<file path="src/rtl/core/kmct_pkg.sv">
// ----------------------------------------------------------------------------
// kmct_pkg
// Shared types and constants of the keyed mark correlation table.
// ----------------------------------------------------------------------------
`default_nettype none
package kmct_pkg;

    localparam int ENTRIES = 64;
    localparam int IDX_W   = $clog2(ENTRIES);
    localparam int CNT_W   = $clog2(ENTRIES + 1);

    localparam logic [1:0] FUNC_MARK  = 2'd0;
    localparam logic [1:0] FUNC_TOUCH = 2'd1;
    localparam logic [1:0] FUNC_CLEAR = 2'd2;
    localparam logic [1:0] FUNC_SPARE = 2'd3;

    localparam logic [0:0] REG_WINDOW   = 1'b0;
    localparam logic [0:0] REG_COOLDOWN = 1'b1;

    localparam logic [26:0] WINDOW_RST   = 27'd10000;
    localparam logic [26:0] COOLDOWN_RST = 27'd3000;

    localparam logic [1:0] KIND_NONE   = 2'd0;
    localparam logic [1:0] KIND_MEDIUM = 2'd1;
    localparam logic [1:0] KIND_STRONG = 2'd2;
    localparam logic [1:0] KIND_TXF    = 2'd3;

    // One slot of the table
    typedef struct packed {
        logic [31:0] actor;
        logic [31:0] target;
        logic [9:0]  marks;
        logic [63:0] first_seen;
        logic [63:0] last_seen;
        logic [63:0] last_strong;
        logic [63:0] last_medium;
    } t_slot;

    // Severity for an alert kind
    function automatic logic [3:0] sev_of(input logic [1:0] kind);
        logic [3:0] s;
        case (kind)
            KIND_MEDIUM: s = 4'd5;
            KIND_STRONG: s = 4'd7;
            KIND_TXF:    s = 4'd8;
            default:     s = 4'd0;
        endcase
        return s;
    endfunction

endpackage
`default_nettype wire

</file>
<file path="src/rtl/core/kmct_eval.sv">
// ----------------------------------------------------------------------------
// kmct_eval
// Mark update and chain-rule evaluation of one slot (registered result).
// ----------------------------------------------------------------------------
`default_nettype none
module kmct_eval (
    input  wire logic           i_clk,
    input  wire logic           i_mark,
    input  wire kmct_pkg::t_slot i_slot,
    input  wire logic [9:0]     i_bits,
    input  wire logic [63:0]    i_now,
    input  wire logic [26:0]    i_window,
    input  wire logic [26:0]    i_cooldown,
    output kmct_pkg::t_slot     o_slot,
    output logic [1:0]          o_kind
);
    kmct_pkg::t_slot n_slot;
    logic [1:0]      n_kind;
    logic [9:0]      m;
    logic [63:0]     fs;
    logic            th, is_strong, is_medium;

    // Merge marks, test window, then rules under cooldown
    always_comb begin
        n_slot = i_slot;
        n_kind = kmct_pkg::KIND_NONE;
        n_slot.last_seen = i_now;
        m  = i_slot.marks;
        fs = i_slot.first_seen;
        th = 1'b0; is_strong = 1'b0; is_medium = 1'b0;
        if (i_mark) begin
            m  = i_slot.marks | i_bits;
            if (fs == 64'd0) fs = i_now;
            th = m[4] | m[5];
            is_strong = m[0] & m[1] & m[2] & m[3] & th & (m[6] | m[8]);
            is_medium = (m[1] & m[2] & m[3] & th) | (m[0] & th & m[6]);
            n_slot.marks = m;
            n_slot.first_seen = fs;
            if ((i_now - fs) > {37'd0, i_window}) begin
                n_slot.marks = 10'd0;
                n_slot.first_seen = i_now;
            end else if (is_strong &&
                         (i_now - i_slot.last_strong) > {37'd0, i_cooldown}) begin
                n_slot.last_strong = i_now;
                n_kind = m[9] ? kmct_pkg::KIND_TXF : kmct_pkg::KIND_STRONG;
            end else if (is_medium &&
                         (i_now - i_slot.last_medium) > {37'd0, i_cooldown}) begin
                n_slot.last_medium = i_now;
                n_kind = kmct_pkg::KIND_MEDIUM;
            end
        end
    end

    always_ff @(posedge i_clk) begin
        o_slot <= n_slot;
        o_kind <= n_kind;
    end
endmodule
`default_nettype wire
</file>
<file path="config.mk">
export PLATFORM = sky130hd
export DESIGN_NAME = kmct_eval
export DESIGN_NICKNAME = d
export VERILOG_FILES = /design/src/rtl/core/kmct_pkg.sv /design/src/rtl/core/kmct_eval.sv
export SDC_FILE = /design/constraint.sdc
export NUM_CORES = 1
export LEC_CHECK = 0
export ABC_AREA = 0
export BUFFER_PORTS_ARGS = -buffer_cell sky130_fd_sc_hd__buf_2
export CAP_MARGIN = 40
export CORE_AREA = 5 5 308 310
export CTS_CLUSTER_DIAMETER = 150
export CTS_CLUSTER_SIZE = 20
export DETAILED_ROUTE_END_ITERATION = 12
export DIE_AREA = 0 0 313 315
export HOLD_SLACK_MARGIN = 0.08
export SETUP_SLACK_MARGIN = 0.02
export SYNTH_ARGS = -nofsm -noshare
export SYNTH_HDL_FRONTEND = slang
export SYNTH_SLANG_ARGS = --single-unit
</file>
<file path="constraint.sdc">
create_clock -name i_clk -period 18.3 [get_ports i_clk]
set_input_delay 2.745 -clock i_clk [delete_from_list [all_inputs] [get_ports i_clk]]
set_output_delay 2.745 -clock i_clk [all_outputs]
set_load 0.1 [all_outputs]
</file>
# Word-level counts from Yosys, hierarchy flattened
# Index checks and enable logic that the tools add are counted.
[word_totals] register_bits=332 input_bits=460
[op_classes] n_addsub=3 magnitude_cmp=3 muxes=12 bitwise_logic=15 reduce_logical=4
[op_table] operator="$mux W64" count=5
[op_table] operator="$mux W128" count=2
[op_table] operator="$gt A64 B27 Y1" count=3
[op_table] operator="$sub A64 B64 Y64" count=3
[op_table] operator="$mux W74" count=2
[op_table] operator="$logic_not A64 Y1" count=1
[op_table] operator="$and A1 B1 Y1" count=10
[op_table] operator="$or A10 B10 Y10" count=1
[op_table] operator="$or A1 B1 Y1" count=3
[op_table] operator="$logic_and A1 B1 Y1" count=2
[op_table] operator="$mux W1" count=2
[op_table] operator="$mux W2" count=1
[op_table] operator="$reduce_or A2 Y1" count=1
[op_table] operator="$not A1 Y1" count=1

# Logic depth before layout (Yosys ltp)
# Gate-level depths: netlist of run 1.
[depth] depth_word=10 mapped_depth=36 mapped_depth_nobuf=29

# Least setup slack after synthesis of run 1
# OpenSTA, ideal clock, no wires.
[synth_timing] kind="input port to flip-flop" start="input port i_slot[201] (netlist bit)" end="register o_slot[63] (netlist bit)" setup_time_ns=0.123 t_arrival_ns=10.125 t_required_ns=18.177 setup_slack_ns=8.052 stages=36 cell_sequence="buf_2 > nor4_1 > nand4_1 > nor4_2 > buf_4 > buf_4 > clkbuf_1 > buf_1 > buf_1 > a21oi_1 > ha_1 > clkbuf_1 > a21o_1 > a21oi_1 > o41ai_1 > a31oi_1 > a21oi_1 > nor2_1 > o21ai_0 > xor2_1 > ha_1 > nand4_1 > nor4_1 > nand4_1 > nor3_1 > o22ai_1 > a311o_1 > nor4_1 > o311ai_0 > nor4_1 > nand4_1 > nor4b_2 > nor3b_1 > buf_4 > buf_8 > mux2_1"
[synth_lines] element="from (decl)" line="kmct_eval.sv:9" source="input wire kmct_pkg::t_slot i_slot,"
[synth_lines] element="to (signal assigned)" line="kmct_eval.sv:55" source="o_slot <= n_slot;"
[synth_lines] element="to (decl)" line="kmct_eval.sv:14" source="output kmct_pkg::t_slot o_slot,"

==> results of run 1 <==
cell type report:
class	count	area share
clock inverter	3	0.002431
tap	1186	0.04727
antenna	11	0.0008768
multi-input combinational	2548	0.5653
timing repair buffer	752	0.1217
inverter	291	0.03479
sequential	332	0.2117
clock buffer	20	0.01594
routing by layer:
layer	track usage	part of all wire
met1	0.3140	0.42
met2	0.4370	0.48
met3	0.04700	0.074
met4	0.06242	0.028
met5	0	0.00076
power groups by stage:
| stage | logic [W] | registers [W] | clock network [W] |
|---|---|---|---|
| after CTS | 0.00118 | 0.000777 | 0.000511 |
| after floorplan | 0.000521 | 0.00111 | 0 |
| final | 0.00119 | 0.000776 | 0.000489 |
| after global routing | 0.00127 | 0.000781 | 0.000531 |
| after detailed placement | 0.00118 | 0.000793 | 0 |
| after global placement | 0.00117 | 0.000793 | 0 |
flip-flops by register name, summed over array words and instances, names as in the netlist:
register and cells:
o_kind 2, o_slot 330
cells by family (layout without fill, tap and decap cells):
group | count (synthesis) | count (layout)
AOI/OAI and AO/OA | 1062 | 1062
xor gates and xnor gates | 141 | 141
adders and majority gates | 269 | 269
buffers and inverters | 432 | 1066
DFF | 332 | 332
muxes | 165 | 165
other | 0 | 11
and+or+nand+nor | 911 | 911
critical path, delay by kind of cell:
family | cells | cell delay, ns
and+or+nand+nor | 14 | 5.16
muxes | 1 | 0.42
xor gates and xnor gates | 1 | 0.17
adders and majority gates | 2 | 0.72
AOI/OAI and AO/OA | 8 | 2.05
buffers and inverters | 5 | 2.27
per-stage QoR:
stage	cells	setup WS [ns]	hold slack [ns]	util
6_report	5143	5.018	2.236	0.3435
5_1_grt	5136	4.576	2.217	0.3434
4_1_cts	5132	5.498	2.191	0.3432
3_5_place_dp	5109	4.890	2.849	0.3369
3_3_place_gp	5100	4.702	2.848	0.3363
2_1_floorplan	3312	8.052	2.773	-
cell usage in the layout (no fill, tap or decap), drive strengths merged, types with 15 or more instances in the layout:
cell type | Yosys | layout
buf | 24 | 751
a21oi | 353 | 353
dfxtp | 332 | 332
inv | 291 | 291
ha | 257 | 257
nand2 | 237 | 237
o21ai | 228 | 228
nor2 | 205 | 205
mux2i | 131 | 131
nand4 | 85 | 85
a21o | 84 | 84
xnor2 | 82 | 82
nand3 | 82 | 82
xor2 | 59 | 59
nor3 | 51 | 51
nand2b | 48 | 48
a2bb2oi | 47 | 47
nor4 | 45 | 45
a31oi | 35 | 35
a211oi | 35 | 35
mux2 | 34 | 34
o211ai | 33 | 33
o21a | 30 | 30
o21bai | 30 | 30
nor2b | 29 | 29
or3 | 21 | 21
and2 | 21 | 21
and3 | 20 | 20
clkbuf | 117 | 20
o31ai | 17 | 17
a2111oi | 16 | 16
a211o | 15 | 15
worst paths after layout:
check	from	end	slack [ns]	cells after the start
worst max-delay path	i_slot[213]	o_slot[74]	5.02	31
worst min-delay path	i_slot[281]	o_slot[281]	2.24	1
==> qor.yml, run 1 <==
slowest_stage: "nor4_1"
dp_hpwl_um: 111100
postSynthCellCount: 3312
yosysWarnings: 0
synth_commonest_cells: "352 x a21oi_1, 332 x dfxtp_1, 291 x inv_1, 257 x ha_1, 237 x nand2_1"
synth-simple-area-share: 0.1765
viasPerCell: 5.479
ios: 792
grt_max_degree: 52
min_period_over_period: 0.7258
yosys.area.top_type: "dfxtp_1"
yosysSeqAreaShare: 0.2552
pwr-share-seq: 0.316
period_minus_slack_ns: 13.28
area_delta_synth_final_pct: 20.54
grt_overflow: 0
clk_pin_slew_ns: 0.09
min_path_type: "input port to flip-flop"
num_rows: 111
route.vias.total: 28180
synthXorXnorAreaFrac: 0.04742
synth_top_area_share: 0.2552
start_util: 0.2850
cts_tree: "done"
cts.sinks: 332
ctsHoldBuffers: 0
placed_cell_area_mm2: 0.03079
htree_levels: 1
outcome: "finished, final reports clean"
power_w: 0.002458
max_freq_ghz: 0.07529
worst_pin_slew_ns: 0.9388
synth-compound-area-share: 0.2616
clockRootBuffer: "clkbuf_16"
setup_viol_count_final: 0
cts_setup_buffers: 0
postSynthAreaPerCell_um2: 7.864
wirelength_um: 131400
path_max_fanout: 51
crit_required_ns: 18.78
detail_route.iter0.violations: 2219
swShare: 0.4639
crit_path_max_incr_delay_ns: 0.84
die-area_mm2: 0.09860
endpoint_kind: "flip-flop"
rsz0062_at_grt: "false"
worstSetupPathType: "input port to flip-flop"
setup-tns-final_ns: 0
io_buffer_count: 727
avgRoutedWirePerCell_um: 25.55
detail-route-antenna-nets: 0
drcViolationCount: 0
maxSlewViolCount: 0
grt_pass1_wl_um: 184300
p_leak_nw: 14.88
ys_seq_elements: 332
gp_congestion: 0.9548
grt_pass1_vias: 26960
synth.net_count: 4031
die_h_um: 315
relSlewSlack: 0.3579
power_switching_w: 0.001140
drt-pass1-iter-count: 6
synth_mux_area_frac: 0.06505
fp.dieW_um: 313
drive_gt1_frac: 0.2093
vdd_ir_drop_max_mv: 0.07867
syn_area_mm2: 0.02604
yosysUniqueCellTypes: 95
p_per_area_mw_per_mm2: 78.30
hold_viol_final: 0
synth_ff_type: "dfxtp_1"
multi_input_area_mm2: 0.01775
worstSetupStartpointType: "input port"
antenna_found_initial: 24
synthAdderAreaFrac: 0.1288
cp_data_arrival_time_ns: 13.77
fin_area_mm2: 0.03140
cts_buffers: 20
grt.total_usage: 0.2485
nNetsFinal: 4664
cts_buffer_depth: 3
synth_most_common_cell: "a21oi_1"
pwr-share-clk: 0.199
num-fill-cells: 9881
synthTopCellsByArea: "dfxtp_1 26%, ha_1 12%, a21oi_1 6.8%"
core_area_mm2: 0.09139
cap_violations: 0
seqCellArea_mm2: 0.006646
synthArstFlopShare: 0
synth_top_family_by_area: "compound AO/OA/AOI/OAI gates"
internal_power_w: 0.001318
synth_edf_count: 0
ctsResizeCount: 0
p_comb_frac: 0.485
No activity file was read; power rests on OpenSTA's default activity.
==> run 2: changes to the inputs <==
--- a/config.mk
+++ b/config.mk
@@ -8,11 +8,11 @@
 export ABC_AREA = 0
 export BUFFER_PORTS_ARGS = -buffer_cell sky130_fd_sc_hd__buf_2
 export CAP_MARGIN = 40
-export CORE_AREA = 5 5 308 310
+export CORE_AREA = 5 5 302 304
 export CTS_CLUSTER_DIAMETER = 150
 export CTS_CLUSTER_SIZE = 20
 export DETAILED_ROUTE_END_ITERATION = 12
-export DIE_AREA = 0 0 313 315
+export DIE_AREA = 0 0 307 309
 export HOLD_SLACK_MARGIN = 0.08
 export SETUP_SLACK_MARGIN = 0.02
 export SYNTH_ARGS = -nofsm -noshare
==> constraint.sdc (replaced) <==
create_clock -name i_clk -period 10.8 [get_ports i_clk]
set_input_delay 1.62 -clock i_clk [delete_from_list [all_inputs] [get_ports i_clk]]
set_output_delay 1.62 -clock i_clk [all_outputs]
set_load 0.1 [all_outputs]
==> run 2 against run 1 <==
Against the previous run: design area increased by 1.0%; non-clock buffer count increased by 42; flip-flop and latch count unchanged; cell count increased by 0.23%; via count increased by 0.13%; total power increased by 67%; hold slack got worse by 1.1 ns; utilization increased by 1.7 points; clock power increased by 57%; first-iteration DRC count decreased by 5.4%; worst setup slack got worse by 3.4 ns; sequential share of layout area decreased by 0.21 points.
==> qor.yml, run 2 (same netlist as run 1, synthesis figures left out) <==
io_buffer_count: 727  # unchanged
regMostFlops: "o_slot"
worstSetupStartpointType: "input port"
drive_gt1_frac: 0.2177  # +0.008382
setup-tns-final_ns: 0  # unchanged
htree_levels: 1  # unchanged
relSlewSlack: 0.3634  # +0.005516
cts_buffers: 20  # unchanged
slowest_stage: "nor4_1"
clk_pin_slew_ns: 0.09  # about the same
die-area_mm2: 0.09486  # -3.8%
min_path_type: "input port to flip-flop"
num_rows: 109  # -1.8%
final_common_cell: "buf_2"
crit_buf_inv: 6  # +1
min_from: "i_slot[315]"
min_path_cells: 1  # unchanged
holdPathEnd: "o_slot[315]"
wirelength_um: 128500  # -2.2%
placed_cell_area_mm2: 0.03118  # +1.3%
die_h_um: 309  # -1.9%
dp_hpwl_um: 109500  # -1.5%
nNetsFinal: 4706  # +0.90%
avgRoutedWirePerCell_um: 24.92  # -2.4%
start_util: 0.2961  # +0.01108
core_area_mm2: 0.08797  # -3.7%
viasPerCell: 5.474  # about the same
outcome: "finished, final reports clean"
period_minus_slack_ns: 9.158
ios: 792  # unchanged
use_met1: 0.3249  # +0.01091
max_freq_ghz: 0.1092
vdd_ir_drop_max_mv: 0.1529  # +94%
gp_congestion: 0.9647  # +1.0%
hold_viol_final: 0  # unchanged
cts_tree: "done"
cts_setup_buffers: 0  # unchanged
largestRegisters: "o_slot: 330 flops, o_kind: 2 flops"
detail_route.iter0.violations: 2100  # -5.4%
cp_data_arrival_time_ns: 9.66  # -4.11 ns
crit_path_max_incr_delay_ns: 0.67  # -0.17 ns
worstSetupPathType: "input port to flip-flop"
largest_reg_flops: 330  # unchanged
maxSlewViolCount: 0  # unchanged
num-fill-cells: 9464  # -4.2%
gr-max-usage-layer: "met2"
ctsHoldBuffers: 0  # unchanged
endpoint_kind: "flip-flop"
fin_area_mm2: 0.03171  # +1.0%
cap_violations: 0  # unchanged
crit_required_ns: 11.30  # -7.48 ns
antenna_found_initial: 13  # -46%
p_per_area_mw_per_mm2: 129.4  # +65%
clockRootBuffer: "clkbuf_16"
grt.total_usage: 0.2526  # +0.004113
path_max_fanout: 31  # -39%
fp.dieW_um: 307  # -1.9%
cts_buffer_depth: 3  # unchanged
route.vias.total: 28220  # +0.13%
grt_max_degree: 42  # -19%
detail-route-antenna-nets: 0  # unchanged
mostFrequentLayoutCells: "727 x buf_2, 352 x a21oi_1, 332 x dfxtp_1"
p_leak_nw: 15.10  # +1.5%
grt_pass1_wl_um: 182100  # -1.2%
setup_viol_count_final: 0  # unchanged
drt-pass1-iter-count: 8  # +2
grt_pass1_vias: 27030  # +0.26%
min_period_over_period: 0.8480
worst_pin_slew_ns: 0.9308  # -0.008065 ns
rsz0062_at_grt: "false"
cts.sinks: 332  # unchanged
grt_util_met3: 0.04074  # -0.006263
ctsResizeCount: 0  # unchanged
gr-usage-met2: 0.4457  # +0.008654
cp_top_family: "simple AND/OR/NAND/NOR gates"
drcViolationCount: 0  # unchanged
grt_overflow: 0  # unchanged
area_delta_synth_final_pct: 21.75
==> run 2: changes by cell type in the layout (fill, tap and decap cells not counted), sizes merged <==
cell | before | now
inv | 291 | 292
buf | 751 | 793
diode | 11 | 3
bufinv | 2 | 0
clkdlybuf4s18 | 1 | 0
clkdlybuf4s15 | 0 | 1
==> run 2: cell type report <==
| class | count | area [um2] | area share |
|---|---|---|---|
| antenna | 3 | 7.507 | 0.0002367 |
| clock buffer | 20 | 500.5 | 0.01578 |
| clock inverter | 2 | 25.02 | 0.0007891 |
| inverter | 291 | 1092 | 0.03445 |
| multi-input combinational | 2548 | 17750 | 0.5597 |
| sequential | 332 | 6646 | 0.2096 |
| tap | 1165 | 1458 | 0.04597 |
| timing repair buffer | 794 | 4233 | 0.1335 |
==> run 2: how the worst max path moves through the flow <==
stage                           start         end  cells past startpoint
final                     i_slot[241]  o_slot[37]                     33
after global routing      i_slot[253]   o_slot[6]                     34
after CTS                 i_slot[253]   o_slot[4]                     33
after detailed placement  i_slot[253]   o_slot[4]                     33
after global placement    i_slot[253]   o_slot[4]                     33
after floorplan           i_slot[201]  o_slot[63]                     36
==> run 2: per-layer routing <==
metal	up-vias	wire (um)
met5	-	69
met2	1209	61710
met3	150	9236
li1	13460	-
met1	13390	53940
met4	12	3518
==> run 2: metrics by stage <==
step | utilization | total power (W) | cells | worst slack [ns] | hold WS (ns)
2_1_floorplan | - | 0.002759 | 3312 | 1.677 | 1.648
3_3_place_gp | 0.3540 | 0.003331 | 5126 | 1.110 | 1.722
3_5_place_dp | 0.3544 | 0.003338 | 5130 | 1.097 | 1.724
4_1_cts | 0.3604 | 0.004115 | 5152 | 1.646 | 1.110
5_1_grt | 0.3604 | 0.004314 | 5153 | 0.9510 | 1.115
6_report | 0.3605 | 0.004104 | 5155 | 1.642 | 1.139
==> run 2: report_power, final <==
group          leakage [nW]  switching (W)  total, W  internal, W
registers              2.80      0.0000198   0.00132      0.00130
logic                  12.0        0.00146   0.00202     0.000562
clock network         0.258       0.000435  0.000770     0.000335
total                  15.1        0.00191   0.00410      0.00219
==> run 3: changes to the inputs <==
==> constraint.sdc (replaced) <==
create_clock -name i_clk -period 7.8 [get_ports i_clk]
set_input_delay 1.17 -clock i_clk [delete_from_list [all_inputs] [get_ports i_clk]]
set_output_delay 1.17 -clock i_clk [all_outputs]
set_load 0.1 [all_outputs]
==> run 3 against run 2 <==
Against the previous run: the flow now finishes with violations (negative setup slack); flip-flop and latch count stayed put; highest routed layer unchanged; cell count is 9.4% higher; combinational power is 56% higher; die area stayed put; critical endpoint is now o_slot[255]; hold slack worse by 0.45 ns; wire length is 7.4% higher; largest power group unchanged; worst setup slack worse by 1.7 ns; design area is 15% higher; global-route usage is 1.2 points higher; clock power is 51% higher; non-clock buffer count is 481 higher; sequential power is 39% higher.
==> qor.yml, run 3 (same netlist as run 1, synthesis figures left out) <==
viasPerCell: 5.365  # -2.0%
grt_overflow: 0  # unchanged
ios: 792  # unchanged
outcome: "complete, but fails checks"
cp_common_cell: "nand4_1"
mostFrequentLayoutCells: "724 x buf_2, 491 x buf_4, 344 x a21oi_1"
wirelength_um: 138000  # +7.4%
hold-worst-slack_ns: 0.6856  # -0.4536 ns
holdPathEnd: "o_slot[269]"
violations: "negative setup slack"
cts_tree: "done"
largestRegisters: "o_slot: 330 flops, o_kind: 2 flops"
min_from: "i_slot[269]"
nNetsFinal: 5188  # +10%
grt.total_usage: 0.2650  # +0.01238
clk_pin_slew_ns: 0.09  # about the same
detail_route.iter0.violations: 2464  # +17%
grt_pass1_vias: 29240  # +8.2%
drt-pass1-iter-count: 5  # -3
grt_pass1_wl_um: 190800  # +4.8%
maxSlewViolCount: 0  # unchanged
largest_reg_flops: 330  # unchanged
area_delta_synth_final_pct: 40.01
multi_input_area_mm2: 0.01838  # +3.5%
worstSetupStartpointType: "input port"
clockRootBuffer: "clkbuf_16"
vdd_ir_drop_max_mv: 0.2017  # +32%
avgRoutedWirePerCell_um: 24.45  # -1.9%
drive_gt1_frac: 0.3254  # +0.1077
min_path_type: "input port to flip-flop"
min_period_over_period: 1.006
fin_ws_ns: -0.04733  # -1.689 ns
setup_viol_count_final: 46  # +46
p_leak_nw: 17.74  # +17%
period_minus_slack_ns: 7.847
final_common_cell: "buf_2"
route.vias.total: 30270  # +7.3%
fin_cells: 5642  # +9.4%
cts_buffer_depth: 3  # unchanged
placed_cells: 5575  # +8.7%
setup-tns-final_ns: -0.4731  # -0.4731 ns
worstSetupPathType: "input port to flip-flop"
die-area_mm2: 0.09486  # unchanged
crit_path_max_incr_delay_ns: 0.59  # -0.08 ns
p_per_area_mw_per_mm2: 168.6  # +30%
cap_violations: 0  # unchanged
cts.sinks: 332  # unchanged
fp.dieW_um: 307  # unchanged
finalCoreUtilization: 0.4145  # +0.05405
crit_required_ns: 8.26  # -3.04 ns
rsz0062_at_grt: "true"
max_freq_ghz: 0.1274
dp_hpwl_um: 114300  # +4.4%
hold_viol_final: 0  # unchanged
num_rows: 109  # unchanged
regMostFlops: "o_slot"
pre_cts_ws_ns: -0.7646  # -1.861 ns
seqCellArea_mm2: 0.006646  # unchanged
detail-route-antenna-nets: 0  # unchanged
endpoint_kind: "flip-flop"
slowest_stage: "nor4_2"
gp_congestion: 0.9667  # +0.21%
core_area_mm2: 0.08797  # unchanged
num-fill-cells: 9108  # -3.8%
io_buffer_count: 727  # unchanged
cts_buffers: 21  # +5.0%
grt_max_degree: 51  # +21%
path_max_fanout: 8  # -74%
worst_pin_slew_ns: 0.8200  # -0.1107 ns
relSlewSlack: 0.4522  # +0.08873
drcViolationCount: 0  # unchanged
min_path_cells: 1  # unchanged
antenna_found_initial: 18  # +5
die_h_um: 309  # unchanged
cp_data_arrival_time_ns: 8.31  # -1.35 ns
htree_levels: 1  # unchanged
start_util: 0.2961  # unchanged
[run 3: cell types whose count changed in the layout (fill, tap and decap cells not counted), moves of 7 or more]
cell,change
mux2_4,+16
nor2_1,-9
clkbuf_16,+10
buf_12,+7
buf_4,+432
buf_6,+29
a2bb2oi_2,+38
a21oi_2,+7
a2bb2oi_1,-38
mux2_1,-17
a21oi_1,-8
nor4_1,-10
[run 3: worst max-delay path, delay by kind of cell]
family / cells / cell delay, ns
AO/OA/AOI/OAI: 8 / 1.74
multiplexers: 1 / 0.34
buffers and inverters: 6 / 1.01
AND/OR/NAND/NOR: 14 / 3.24
XOR/XNOR: 1 / 0.10
adder cells (fa/ha/maj): 2 / 0.68
[run 3: worst max-delay path by stage]
stage                     slack (ns)          end  depth (start not counted)   startpoint
after floorplan                 0.06  o_slot[199]                         35  i_slot[195]
after global placement         -0.69   o_slot[59]                         34  i_slot[206]
after detailed placement       -0.76   o_slot[59]                         34  i_slot[208]
after CTS                       0.04   o_slot[17]                         37  i_slot[253]
after global routing           -0.48  o_slot[255]                         36  i_slot[222]
final                          -0.05  o_slot[255]                         32  i_slot[226]
[run 3: metrics by stage]
stage | total power (W) | instance area, um2
after global routing | 0.006445 | 36460
final | 0.006147 | 36470
after detailed placement | 0.004911 | 34560
after CTS | 0.006077 | 35230
after global placement | 0.004897 | 34540
after floorplan | 0.003822 | 26100
[run 3: report_power, final]
group          internal [W]  total [W]  leakage (nW)  switching, W
logic               0.00104    0.00316          14.7       0.00212
clock network      0.000524    0.00116         0.289      0.000636
registers           0.00179    0.00183          2.80     0.0000304
total               0.00336    0.00615          17.7       0.00279
[run 3: area by class of cell]
cell class                 instances  area share
multi-input combinational       2548      0.5040
timing repair buffer            1275      0.2273
sequential                       332      0.1823
tap                             1165     0.03997
inverter                         291     0.02995
clock buffer                      21     0.01441
clock inverter                     4    0.001750
antenna                            6   0.0004117
[run 3: routing by layer]
metal	GRT usage	routed length, um	vias up
met5	0	35	-
li1	-	-	14420
met1	0.3366	57000	14410
met4	0.07725	4532	8
met2	0.4650	66090	1253
met3	0.04334	10310	172
[run 3: what timing repair did]
action / in CTS / in global routing
buffers inserted: 2 / 30
endpoints found under the hold margin: 0 / 0
gates cloned: 1 / 10
setup endpoints to repair: 58 / 204
resized for setup: 6 / 169
pin swaps: 0 / 58
hold buffers: 0 / 0
